==> src/rtl/tfsh_pkg.sv <==
// Shared types and constants for the thermal fan speed controller.
package tfsh_pkg;

  localparam int TEMP_W    = 19;
  localparam int MASK_W    = 5;
  localparam int PCT_W     = 7;
  localparam int CFG_IDX_W = 3;
  localparam int FAN_COUNT = 5;

  // Only the low FAN_COUNT bits of the failure mask are looked at
  localparam int FAN_USED = (FAN_COUNT > MASK_W) ? MASK_W : FAN_COUNT;
  localparam logic [MASK_W-1:0] FAN_MASK = MASK_W'((1 << FAN_USED) - 1);

  // Duty levels
  localparam logic [PCT_W-1:0] PCT_FULL = 7'd100;
  localparam logic [PCT_W-1:0] PCT_HIGH = 7'd80;
  localparam logic [PCT_W-1:0] PCT_MID  = 7'd65;
  localparam logic [PCT_W-1:0] PCT_LOW  = 7'd40;

  // Threshold reset values
  localparam logic signed [TEMP_W-1:0] RST_UP_FULL   = 19'sd57500;
  localparam logic signed [TEMP_W-1:0] RST_UP_HIGH   = 19'sd53000;
  localparam logic signed [TEMP_W-1:0] RST_UP_MID    = 19'sd49500;
  localparam logic signed [TEMP_W-1:0] RST_DOWN_HIGH = 19'sd52700;
  localparam logic signed [TEMP_W-1:0] RST_DOWN_MID  = 19'sd47700;
  localparam logic signed [TEMP_W-1:0] RST_DOWN_LOW  = 19'sd42700;

  // Configuration register indexes
  typedef enum logic [CFG_IDX_W-1:0] {
    REG_UP_FULL   = 3'd0,
    REG_UP_HIGH   = 3'd1,
    REG_UP_MID    = 3'd2,
    REG_DOWN_HIGH = 3'd3,
    REG_DOWN_MID  = 3'd4,
    REG_DOWN_LOW  = 3'd5
  } cfg_idx_t;

  typedef logic signed [TEMP_W-1:0] temp_t;

  // Threshold set handed from the register file to the decision logic
  typedef struct packed {
    temp_t up_full;
    temp_t up_high;
    temp_t up_mid;
    temp_t down_high;
    temp_t down_mid;
    temp_t down_low;
  } thr_t;

  // Outcome of one transaction
  typedef struct packed {
    logic             emit;
    logic [PCT_W-1:0] percent;
    logic             forced;
    temp_t            avg;
  } dec_t;

endpackage

==> src/rtl/tfsh_regs.sv <==
// Threshold register file, written through the configuration port.
module tfsh_regs (
  input  logic                           clk,
  input  logic                           rst_n,
  input  logic                           cfg_wr_en,
  input  logic [tfsh_pkg::CFG_IDX_W-1:0] cfg_index,
  input  logic [tfsh_pkg::TEMP_W-1:0]    cfg_wdata,
  output tfsh_pkg::thr_t                 thr
);
  import tfsh_pkg::*;

  thr_t thr_r;
  thr_t thr_nxt;

  // Decode the write; indexes past the list are dropped
  always_comb begin
    thr_nxt = thr_r;
    if (cfg_wr_en) begin
      case (cfg_index)
        REG_UP_FULL:   thr_nxt.up_full   = temp_t'(cfg_wdata);
        REG_UP_HIGH:   thr_nxt.up_high   = temp_t'(cfg_wdata);
        REG_UP_MID:    thr_nxt.up_mid    = temp_t'(cfg_wdata);
        REG_DOWN_HIGH: thr_nxt.down_high = temp_t'(cfg_wdata);
        REG_DOWN_MID:  thr_nxt.down_mid  = temp_t'(cfg_wdata);
        REG_DOWN_LOW:  thr_nxt.down_low  = temp_t'(cfg_wdata);
        default:       thr_nxt = thr_r;
      endcase
    end
  end

  always_ff @(posedge clk) begin
    if (!rst_n) begin
      thr_r.up_full   <= RST_UP_FULL;
      thr_r.up_high   <= RST_UP_HIGH;
      thr_r.up_mid    <= RST_UP_MID;
      thr_r.down_high <= RST_DOWN_HIGH;
      thr_r.down_mid  <= RST_DOWN_MID;
      thr_r.down_low  <= RST_DOWN_LOW;
    end else begin
      thr_r <= thr_nxt;
    end
  end

  assign thr = thr_r;

endmodule

==> src/rtl/tfsh_target.sv <==
// Averaging and hysteresis level selection for one transaction.
module tfsh_target (
  input  logic signed [tfsh_pkg::TEMP_W-1:0] temp_first,
  input  logic signed [tfsh_pkg::TEMP_W-1:0] temp_second,
  input  logic [tfsh_pkg::MASK_W-1:0]        fan_fail_mask,
  input  logic signed [tfsh_pkg::TEMP_W-1:0] last_temp,
  input  logic [tfsh_pkg::PCT_W-1:0]         last_percent,
  input  tfsh_pkg::thr_t                     thr,
  output tfsh_pkg::dec_t                     dec
);
  import tfsh_pkg::*;

  logic signed [TEMP_W:0] sum;
  logic signed [TEMP_W:0] sum_adj;
  temp_t                  avg;
  logic                   failed;
  logic                   same;
  logic [PCT_W-1:0]       target;

  // Average, truncated toward zero: bias odd negative sums up by one
  assign sum     = {temp_first[TEMP_W-1], temp_first} + {temp_second[TEMP_W-1], temp_second};
  assign sum_adj = sum + {{TEMP_W{1'b0}}, sum[TEMP_W] & sum[0]};
  assign avg     = temp_t'(sum_adj >>> 1);

  assign failed = |(fan_fail_mask & FAN_MASK);
  assign same   = (avg == last_temp);

  // Pick the level: full on a failed fan, else up thresholds when rising, down thresholds when not
  always_comb begin
    if (failed) begin
      target = PCT_FULL;
    end else if (avg > last_temp) begin
      if (avg >= thr.up_full)      target = PCT_FULL;
      else if (avg >= thr.up_high) target = PCT_HIGH;
      else if (avg >= thr.up_mid)  target = PCT_MID;
      else                         target = PCT_LOW;
    end else begin
      if (avg <= thr.down_low)       target = PCT_LOW;
      else if (avg <= thr.down_mid)  target = PCT_MID;
      else if (avg <= thr.down_high) target = PCT_HIGH;
      else                           target = PCT_FULL;
    end
  end

  assign dec.emit    = (failed || !same) && (target != last_percent);
  assign dec.percent = target;
  assign dec.forced  = failed;
  assign dec.avg     = avg;

endmodule

==> src/rtl/thermal_fan_speed_hysteresis.sv <==
// Top level of the thermal fan speed controller with hysteresis.
// A transaction is held in the input register; a duty change that it causes moves on
// to the result register. Throughput: one input transaction per cycle while no change
// waits on a stalled output, set by the single decision stage between the two registers.
// Reset (rst_n low, synchronous): thresholds take their defaults, last temperature
// and last percent clear to zero, both pipeline registers empty.
module thermal_fan_speed_hysteresis (
  input  logic                           clk,
  input  logic                           rst_n,
  // in_tdata: temp_first [18:0], temp_second [37:19], fan_fail_mask [42:38], zero pad
  input  logic                           in_tvalid,
  output logic                           in_tready,
  input  logic [47:0]                    in_tdata,
  // out_tdata: fan_percent [6:0], zero pad [7]
  output logic                           out_tvalid,
  input  logic                           out_tready,
  output logic [7:0]                     out_tdata,
  // out_tuser: failure_forced [0]
  output logic                           out_tuser,
  input  logic                           cfg_wr_en,
  input  logic [tfsh_pkg::CFG_IDX_W-1:0] cfg_index,
  input  logic [tfsh_pkg::TEMP_W-1:0]    cfg_wdata
);
  import tfsh_pkg::*;

  thr_t thr;
  dec_t dec;

  // Input register
  logic              s1_valid_r, s1_valid_nxt;
  temp_t             s1_first_r;
  temp_t             s1_second_r;
  logic [MASK_W-1:0] s1_mask_r;

  // Controller state
  temp_t            last_temp_r, last_temp_nxt;
  logic [PCT_W-1:0] last_pct_r, last_pct_nxt;

  // Result register
  logic             out_valid_r, out_valid_nxt;
  logic [PCT_W-1:0] out_pct_r;
  logic             out_forced_r;

  logic out_free;
  logic s1_adv;
  logic in_fire;
  logic out_load;

  tfsh_regs u_regs (
    .clk       (clk),
    .rst_n     (rst_n),
    .cfg_wr_en (cfg_wr_en),
    .cfg_index (cfg_index),
    .cfg_wdata (cfg_wdata),
    .thr       (thr)
  );

  tfsh_target u_target (
    .temp_first    (s1_first_r),
    .temp_second   (s1_second_r),
    .fan_fail_mask (s1_mask_r),
    .last_temp     (last_temp_r),
    .last_percent  (last_pct_r),
    .thr           (thr),
    .dec           (dec)
  );

  // Advance the input stage unless its result has nowhere to go
  assign out_free  = !out_valid_r || out_tready;
  assign s1_adv    = s1_valid_r && (!dec.emit || out_free);
  assign out_load  = s1_valid_r && dec.emit && out_free;
  assign in_tready = !s1_valid_r || s1_adv;
  assign in_fire   = in_tvalid && in_tready;

  always_comb begin
    s1_valid_nxt  = in_fire ? 1'b1 : (s1_adv ? 1'b0 : s1_valid_r);
    out_valid_nxt = out_load ? 1'b1 : (out_tready ? 1'b0 : out_valid_r);
    last_temp_nxt = out_load ? dec.avg : last_temp_r;
    last_pct_nxt  = out_load ? dec.percent : last_pct_r;
  end

  // Control and state registers
  always_ff @(posedge clk) begin
    if (!rst_n) begin
      s1_valid_r  <= 1'b0;
      out_valid_r <= 1'b0;
      last_temp_r <= '0;
      last_pct_r  <= '0;
    end else begin
      s1_valid_r  <= s1_valid_nxt;
      out_valid_r <= out_valid_nxt;
      last_temp_r <= last_temp_nxt;
      last_pct_r  <= last_pct_nxt;
    end
  end

  // Payload registers
  always_ff @(posedge clk) begin
    if (in_fire) begin
      s1_first_r  <= temp_t'(in_tdata[18:0]);
      s1_second_r <= temp_t'(in_tdata[37:19]);
      s1_mask_r   <= in_tdata[42:38];
    end
    if (out_load) begin
      out_pct_r    <= dec.percent;
      out_forced_r <= dec.forced;
    end
  end

  assign out_tvalid = out_valid_r;
  assign out_tdata  = {1'b0, out_pct_r};
  assign out_tuser  = out_forced_r;

`ifndef SYNTHESIS
  // A shown duty is always one of the four levels
  assert property (@(posedge clk) disable iff (!rst_n)
    out_valid_r |-> (out_pct_r == PCT_FULL || out_pct_r == PCT_HIGH ||
                     out_pct_r == PCT_MID || out_pct_r == PCT_LOW))
    else $error("output duty is not a valid level");

  // A forced result always runs full speed
  assert property (@(posedge clk) disable iff (!rst_n)
    (out_valid_r && out_forced_r) |-> (out_pct_r == PCT_FULL))
    else $error("forced result below full speed");

  // Stored percent tracks the result just loaded
  assert property (@(posedge clk) disable iff (!rst_n)
    out_load |=> (last_pct_r == out_pct_r && out_valid_r))
    else $error("stored percent out of step with result");

  // Loading a result never overwrites one still waiting
  assert property (@(posedge clk) disable iff (!rst_n)
    (out_valid_r && !out_tready) |-> !out_load)
    else $error("result overwritten while stalled");
`endif

endmodule

==> config.mk <==
export PLATFORM = sky130hd
export DESIGN_NAME = thermal_fan_speed_hysteresis
export DESIGN_NICKNAME = d
export VERILOG_FILES = /design/src/rtl/tfsh_pkg.sv /design/src/rtl/tfsh_regs.sv /design/src/rtl/tfsh_target.sv /design/src/rtl/thermal_fan_speed_hysteresis.sv
export SDC_FILE = /design/constraint.sdc
export NUM_CORES = 1
export LEC_CHECK = 0
export ABC_CLOCK_PERIOD_IN_PS = 10200
export CAP_MARGIN = 15
export CELL_PAD_IN_SITES_DETAIL_PLACEMENT = 1
export CELL_PAD_IN_SITES_GLOBAL_PLACEMENT = 1
export CORE_MARGIN = 10
export CORE_UTILIZATION = 40
export CTS_BUF_LIST = sky130_fd_sc_hd__clkbuf_4 sky130_fd_sc_hd__clkbuf_8 sky130_fd_sc_hd__clkbuf_16
export DETAILED_ROUTE_END_ITERATION = 16
export DONT_BUFFER_PORTS = 1
export HOLD_SLACK_MARGIN = 0.1
export PLACE_DENSITY = 0.63
export SLEW_MARGIN = 10
export SYNTH_ARGS = -nofsm -noshare
export SYNTH_HDL_FRONTEND = slang
export SYNTH_SLANG_ARGS = --single-unit
==> constraint.sdc <==
create_clock -name clk -period 10.2 [get_ports clk]
set_input_delay 2.04 -clock clk [delete_from_list [all_inputs] [get_ports clk]]
set_output_delay 2.04 -clock clk [all_outputs]
set_load 0.01 [all_outputs]
==> reports/qor.txt, run 1 <==
Final HPWL DP = 24200 µm
Initial Util = 0.408
Ports = 86
P per Cell Area = 165 nW/µm²
R2R depth = 22
clk slew on worst S/H paths = 70 ps
Peak VDD IR = 129 µV
R2R Setup Slk = 2150 ps
vias in the first global route = 9484
total track usage = 0.193
fin crit period = 9370 ps
CTS Buf Count = 17
Reg area = 4320 µm²
Mapped Area = 11400 µm²
number of flops mapped to enable cells by yosys = 50
final WL = 34000 µm
post-place setup slack = 1350 ps
CP max-delay cell = a2111oi_0
Worst Hold Path EP = u_regs.thr[62]$_SDFFE_PN0P_
Fillers = 3340
Hold Crit Class = reg2reg
width of the die = 189 µm
count of hold-fix buffers inserted at cts = 0
final setup fails = 0
Top delay family on crit path = compound AO/OA/AOI/OAI gates
Setup crit start kind = flip-flop
Crit Path Category = reg2out
most common flop cell mapped by yosys = dfxtp_1
worst path cell trace = ha_1 > a211oi_2 > o211ai_1 > a21oi_1 > o211ai_1 > a31o_2 > a21oi_1 > o211ai_1 > xnor2_1 > buf_4 > ha_1 > a21oi_1 > a211oi_1 > a2111oi_0 > o21ai_0 > nand2_1 > o211a_4 > nor2_1 > o311a_1 > or3_4 > nand3_1
Pleak = 5.11 nW
layout net count = 1542
RSZ-0062 raised after global routing = no
fin. max-slew vios = 0
Clock Sinks = 191
area of the multi-input gates = 6380 µm²
largest net degree at the start of global routing = 73
CP arrival = 7330 ps
status = completed
# DRC = 0
most area-consuming cells after synthesis = dfxtp_1 25%, ha_1 17%, edfxtp_1 13%, nand2_1 7.3%, a21oi_1 5.9%
Worst-Skew Late Latency = 450 ps
Avg Cell Area, Syn = 8.68 µm²
Hold Crit Start = u_regs.thr[62]$_SDFFE_PN0P_
Max Cap Viol = 0
Slew @ Worst Pin = 1100 ps
Stages on worst setup path = 21
antenna violations before repair = 2
DR vias/cell = 5.45
DIE HEIGHT = 189 µm
Worst slew margin = 0.263
RePlAce Congestion = 0.812
FF-to-FF End = s1_second_r[4]$_DFFE_PP_
DIE AREA = 35700 µm²
Cells after Synth = 1314
# resized after CTS = 0
register area share after synthesis = 0.379
CTS max path bufs = 2
buffer count from post-CTS setup fixing = 0
DR pass1 iterations = 4
post-synth top area share = 0.248
FMAX = 107 MHz
Ys Warns = 0
CTS tree = built
Fin Clk Skew = 12.0 ps
# diodes = 0
via count = 9298
setup TNS = 0 ps
WP data required = 8160 ps
Post-synth ARST share = 0
initial DRC count = 388
R2R Path Start = s1_first_r[1]$_DFFE_PP_
post-DR wirelength/cell = 19.9 µm
first-pass GRT wire length = 53300 µm
Synth Register Bits = 191
Yosys top cell by area = dfxtp_1
Yosys cell types = 81
row count = 61
layout cells sized above 1 = 0.0723
Final Util = 0.448
final period utilization = 0.918
Syn-to-layout area delta = 9.71%
CP bufs+invs = 1
global route overflow = 0
Max stage delay on crit path = 730 ps
setup ws final = 832 ps
count of final hold-check violations = 0
final antenna-violating net count = 0
Core Region = 27900 µm²
CP Max Fanout = 21
Critical Path End Type = primary output
Root Driver = clkbuf_16
PortBufs = 0
hold path cells = 2
H-tree lvl count = 4
cell usage in the layout, fill, tap and decap left out, types with 25 or more instances in the layout:
| master | Yosys | final |
|---|---|---|
| a21oi_1 | 135 | 135 |
| nand4_1 | 25 | 25 |
| nand3_1 | 34 | 34 |
| o21ai_0 | 38 | 38 |
| ha_1 | 152 | 152 |
| nand2_1 | 221 | 221 |
| buf_4 | 2 | 25 |
| inv_1 | 150 | 150 |
| nor2_1 | 38 | 34 |
| edfxtp_1 | 50 | 50 |
| dfxtp_1 | 141 | 141 |
| o211ai_1 | 53 | 53 |
power by group:
group	total, mW	switching (mW)	internal, mW
clock	0.648	0.312	0.336
sequential	0.820	0.0115	0.808
combinational	0.591	0.363	0.228
synth_stat cells, drive strengths merged (4+ instances only):
library cell	number
a2111oi	5
a21o	20
and4	4
a211oi	21
a21oi	136
nand3	34
xnor2	16
ha	152
nand2b	7
o211ai	53
inv	150
buf	9
a221oi	4
xor2	14
mux2i	6
nand3b	7
o21bai	4
nand2	224
nor2b	12
nor3	12
o21ai	42
nor4	6
nor2	38
and2	7
dfxtp	141
nand4	25
and3	12
edfxtp	50
or3	9
clkbuf	38
o21a	5
worst reg2reg max path, cell delays in order (launching register included):
cell	delay, ps
edfxtp_1	430
ha_1	360
a211oi_2	340
o211ai_1	270
a21oi_1	360
o211ai_1	240
a31o_2	310
a21oi_1	390
o211ai_1	200
xnor2_1	480
buf_4	290
ha_1	280
a21oi_1	160
a211oi_1	90
a2111oi_0	730
o21ai_0	250
nand2_1	190
o211a_4	200
nor2_1	80
o311a_1	440
or3_4	550
a31oi_4	600
buf_4	460
how the worst max path moves through the flow:
stage	start	endpoint
after detailed placement	s1_first_r[1]$_DFFE_PP_	in_tready
after global placement	s1_first_r[0]$_DFFE_PP_	in_tready
after floorplan	s1_first_r[0]$_DFFE_PP_	s1_first_r[0]$_DFFE_PP_
after global routing	s1_first_r[1]$_DFFE_PP_	in_tready
final	s1_first_r[1]$_DFFE_PP_	in_tready
after CTS	s1_first_r[1]$_DFFE_PP_	in_tready
sequential cells by signal (all words and copies together), names as in the netlist, 5 cells and up:
name	cells
last_temp_r	19
s1_first_r	19
u_regs.thr	114
s1_mask_r	5
out_pct_r	6
last_pct_r	6
s1_second_r	19
cell type report:
| cell class | instances | area share |
|---|---|---|
| sequential | 191 | 0.346 |
| inverter | 151 | 0.0453 |
| multi-input combinational | 926 | 0.510 |
| clock inverter | 11 | 0.00660 |
| clock buffer | 21 | 0.0378 |
| timing repair buffer | 27 | 0.0169 |
| tap | 378 | 0.0378 |
per-stage QoR:
stage	instance area [µm²]	power, mW	hold slack (ps)	instances
finish	12500	2.06	457	1705
global route	12500	2.19	473	1705
CTS	12500	2.08	458	1703
detailed placement	11900	1.43	448	1671
global placement	11900	1.41	442	1671
floorplan	11400	1.23	436	1315
layer usage:
| metal | routed length [µm] | up-vias | part of all wire | track usage |
|---|---|---|---|---|
| li1 | - | 4631 | - | - |
| met4 | 425 | 4 | 0.013 | 0.0443 |
| met2 | 15700 | 97 | 0.46 | 0.315 |
| met3 | 1090 | 27 | 0.032 | 0.0427 |
| met1 | 16700 | 4539 | 0.49 | 0.254 |
| met5 | 26 | - | 0.00077 | 0 |
cell families after synthesis:
group           share of synthesized area
fa+ha+maj                           0.169
other cells                      0.000329
mux                               0.00757
flops                               0.379
xor+xnor                           0.0230
simple gates                        0.166
buf+inv                            0.0668
compound gates                      0.189
(Power assumes the default switching activity.)
==> run 2: changes to the inputs <==
- CORE_MARGIN: 10 -> unset
==> run 2 against run 1 <==
  * Critical path depth did not move
  * Total power rose by 0.14%
  * Register-to-register slack improved by 330 ps
  * Wire length fell by 1.3%
  * Combinational power rose by 0.7%
  * Clock power barely moved
  * Sequential share of layout area barely moved
  * Worst hold slack barely moved
  * Maximum frequency rose by 0.37%
  * Largest cell class unchanged
==> reports/qor.txt, run 2 (synthesized netlist as in run 1, its figures left out) <==
Tot Pwr = 2.06 mW (+0.14%)
# resized after CTS = 0 (unchanged)
Fin Clk Skew = 14.3 ps (+2.33 ps)
antenna violations before repair = 0 (-2)
Final HPWL DP = 23500 µm (-3.0%)
CTS tree = built
clk slew on worst S/H paths = 70 ps (about the same)
# diodes = 0 (unchanged)
Max stage delay on crit path = 780 ps (+50 ps)
post-DR wirelength/cell = 19.7 µm (-1.2%)
Pleak = 5.10 nW (-0.20%)
row count = 61 (unchanged)
WP data required = 8160 ps (about the same)
CP Max Fanout = 21 (unchanged)
R2R Setup Slk = 2480 ps (+330 ps)
Core Region = 27900 µm² (unchanged)
Worst slew margin = 0.272 (+0.00889)
layout net count = 1541 (-0.065%)
global route overflow = 0 (unchanged)
count of hold-fix buffers inserted at cts = 0 (unchanged)
Slew @ Worst Pin = 1090 ps (-12.1 ps)
CP max-delay cell = a2111oi_0
most common cell after layout, fill and taps aside = nand2_1
Clock Sinks = 191 (unchanged)
final setup fails = 0 (unchanged)
Critical Path End Type = primary output
Hold Crit Class = reg2reg
FMAX = 107 MHz (+0.37%)
fin crit period = 9330 ps (-34.2 ps)
Ports = 86 (unchanged)
total track usage = 0.241 (+0.0478)
RePlAce Congestion = 0.799 (-1.6%)
# DRC = 0 (unchanged)
largest net degree at the start of global routing = 89 (+22%)
fin. max-slew vios = 0 (unchanged)
vias in the first global route = 9634 (+1.6%)
max reg flops = 114 (unchanged)
width of the die = 171 µm (-9.5%)
CTS max path bufs = 2 (unchanged)
Max Cap Viol = 0 (unchanged)
via count = 9304 (+0.065%)
final antenna-violating net count = 0 (unchanged)
DIE HEIGHT = 171 µm (-9.5%)
Setup crit start kind = flip-flop
DIE AREA = 29200 µm² (-18%)
setup TNS = 0 ps (unchanged)
Peak VDD IR = 118 µV (-8.2%)
R2R depth = 22 (unchanged)
Syn-to-layout area delta = 9.64% (about the same)
most frequent cells in the layout = 221 x nand2_1, 152 x ha_1, 150 x inv_1, 141 x dfxtp_1, 135 x a21oi_1
first-pass GRT wire length = 52800 µm (-0.88%)
Root Driver = clkbuf_16
worst path cell trace = ha_1 > fa_1 > a21o_1 > a31o_2 > a21oi_1 > xor2_1 > or3_1 > nor4b_4 > nand3_1 > xnor2_2 > ha_1 > nand4_1 > a211oi_1 > a2111oi_0 > o21ai_0 > nand3b_1 > o22ai_1 > o21ba_2 > o221ai_1 > or3_4 > nand3_1
Worst-Skew Late Latency = 440 ps (about the same)
CP arrival = 7290 ps (-40 ps)
Initial Util = 0.408 (unchanged)
DR pass1 iterations = 4 (unchanged)
initial DRC count = 437 (+13%)
CTS Buf Count = 17 (unchanged)
DR vias/cell = 5.46 (+0.12%)
PortBufs = 0 (unchanged)
P per Cell Area = 165 nW/µm² (+0.21%)
status = completed
hold path cells = 2 (unchanged)
RSZ-0062 raised after global routing = no
buffer count from post-CTS setup fixing = 0 (unchanged)
final WL = 33500 µm (-1.3%)
Fillers = 3314 (-0.78%)
final period utilization = 0.915 (-0.00335)
count of final hold-check violations = 0 (unchanged)
layout cells sized above 1 = 0.0732 (+0.000809)
Crit Path Category = reg2out
H-tree lvl count = 4 (unchanged)
## run 2: changes by cell type in the layout (fill, tap and decap cells not counted)
cell and delta:
clkbuf_16 -1, clkinvlp_4 -2, inv_6 +1, dlymetal6s2s_1 -1
xnor2_2 +1, xnor2_1 -1, clkbuf_4 -1, inv_8 +2
buf_4 -1, buf_6 +1, clkinv_4 +1
## run 2: worst paths after layout
kind | from | end
setup reg to reg | s1_first_r[0]$_DFFE_PP_ | s1_first_r[18]$_DFFE_PP_
hold / removal | u_regs.thr[8]$_SDFFE_PN0P_ | u_regs.thr[8]$_SDFFE_PN0P_
hold reg to reg | u_regs.thr[8]$_SDFFE_PN0P_ | u_regs.thr[8]$_SDFFE_PN0P_
setup / recovery | s1_first_r[0]$_DFFE_PP_ | in_tready
## run 2: metrics by stage
| stage | util | cell area [µm²] | setup slack (ps) | instances | hold WS (ps) |
|---|---|---|---|---|---|
| 2_1_floorplan | - | 11400 | 1650 | 1315 | 436 |
| 3_3_place_gp | 0.427 | 11900 | 1440 | 1670 | 443 |
| 3_5_place_dp | 0.427 | 11900 | 1340 | 1670 | 449 |
| 4_1_cts | 0.447 | 12500 | 857 | 1702 | 460 |
| 5_1_grt | 0.447 | 12500 | 415 | 1704 | 476 |
| 6_report | 0.447 | 12500 | 866 | 1704 | 457 |
## run 2: per-layer routing
layer  vias up  wire length, µm  global-route usage  part of all wire
li1       4625                -                   -                 -
met1      4534            16900               0.334              0.50
met2       120            15300               0.394              0.46
met3        25              851              0.0312             0.025
met4         0              491              0.0575             0.015
met5         -                0                   0                 0
## run 2: where the power goes
group / switching (mW) / internal, mW / leakage [nW]
Clock: 0.323 / 0.324 / 0.265
Combinational: 0.367 / 0.228 / 3.21
Sequential: 0.0117 / 0.808 / 1.63
## run 2: worst max-delay path, delay by kind of cell (launching register included)
family / cells / cell delay, ps
AO/OA/AOI/OAI: 9 / 2410
XOR/XNOR: 2 / 790
adder cells (fa/ha/maj): 3 / 1060
flip-flops: 1 / 370
AND/OR/NAND/NOR: 7 / 2220
## run 2: layout make-up
type | count | area (µm²) | share of cell area
clock buffer | 19 | 440 | 0.0352
inverter | 151 | 567 | 0.0453
tap | 378 | 473 | 0.0378
clock inverter | 13 | 108 | 0.00861
multi-input combinational | 926 | 6380 | 0.511
sequential | 191 | 4320 | 0.346
timing repair buffer | 26 | 203 | 0.0162
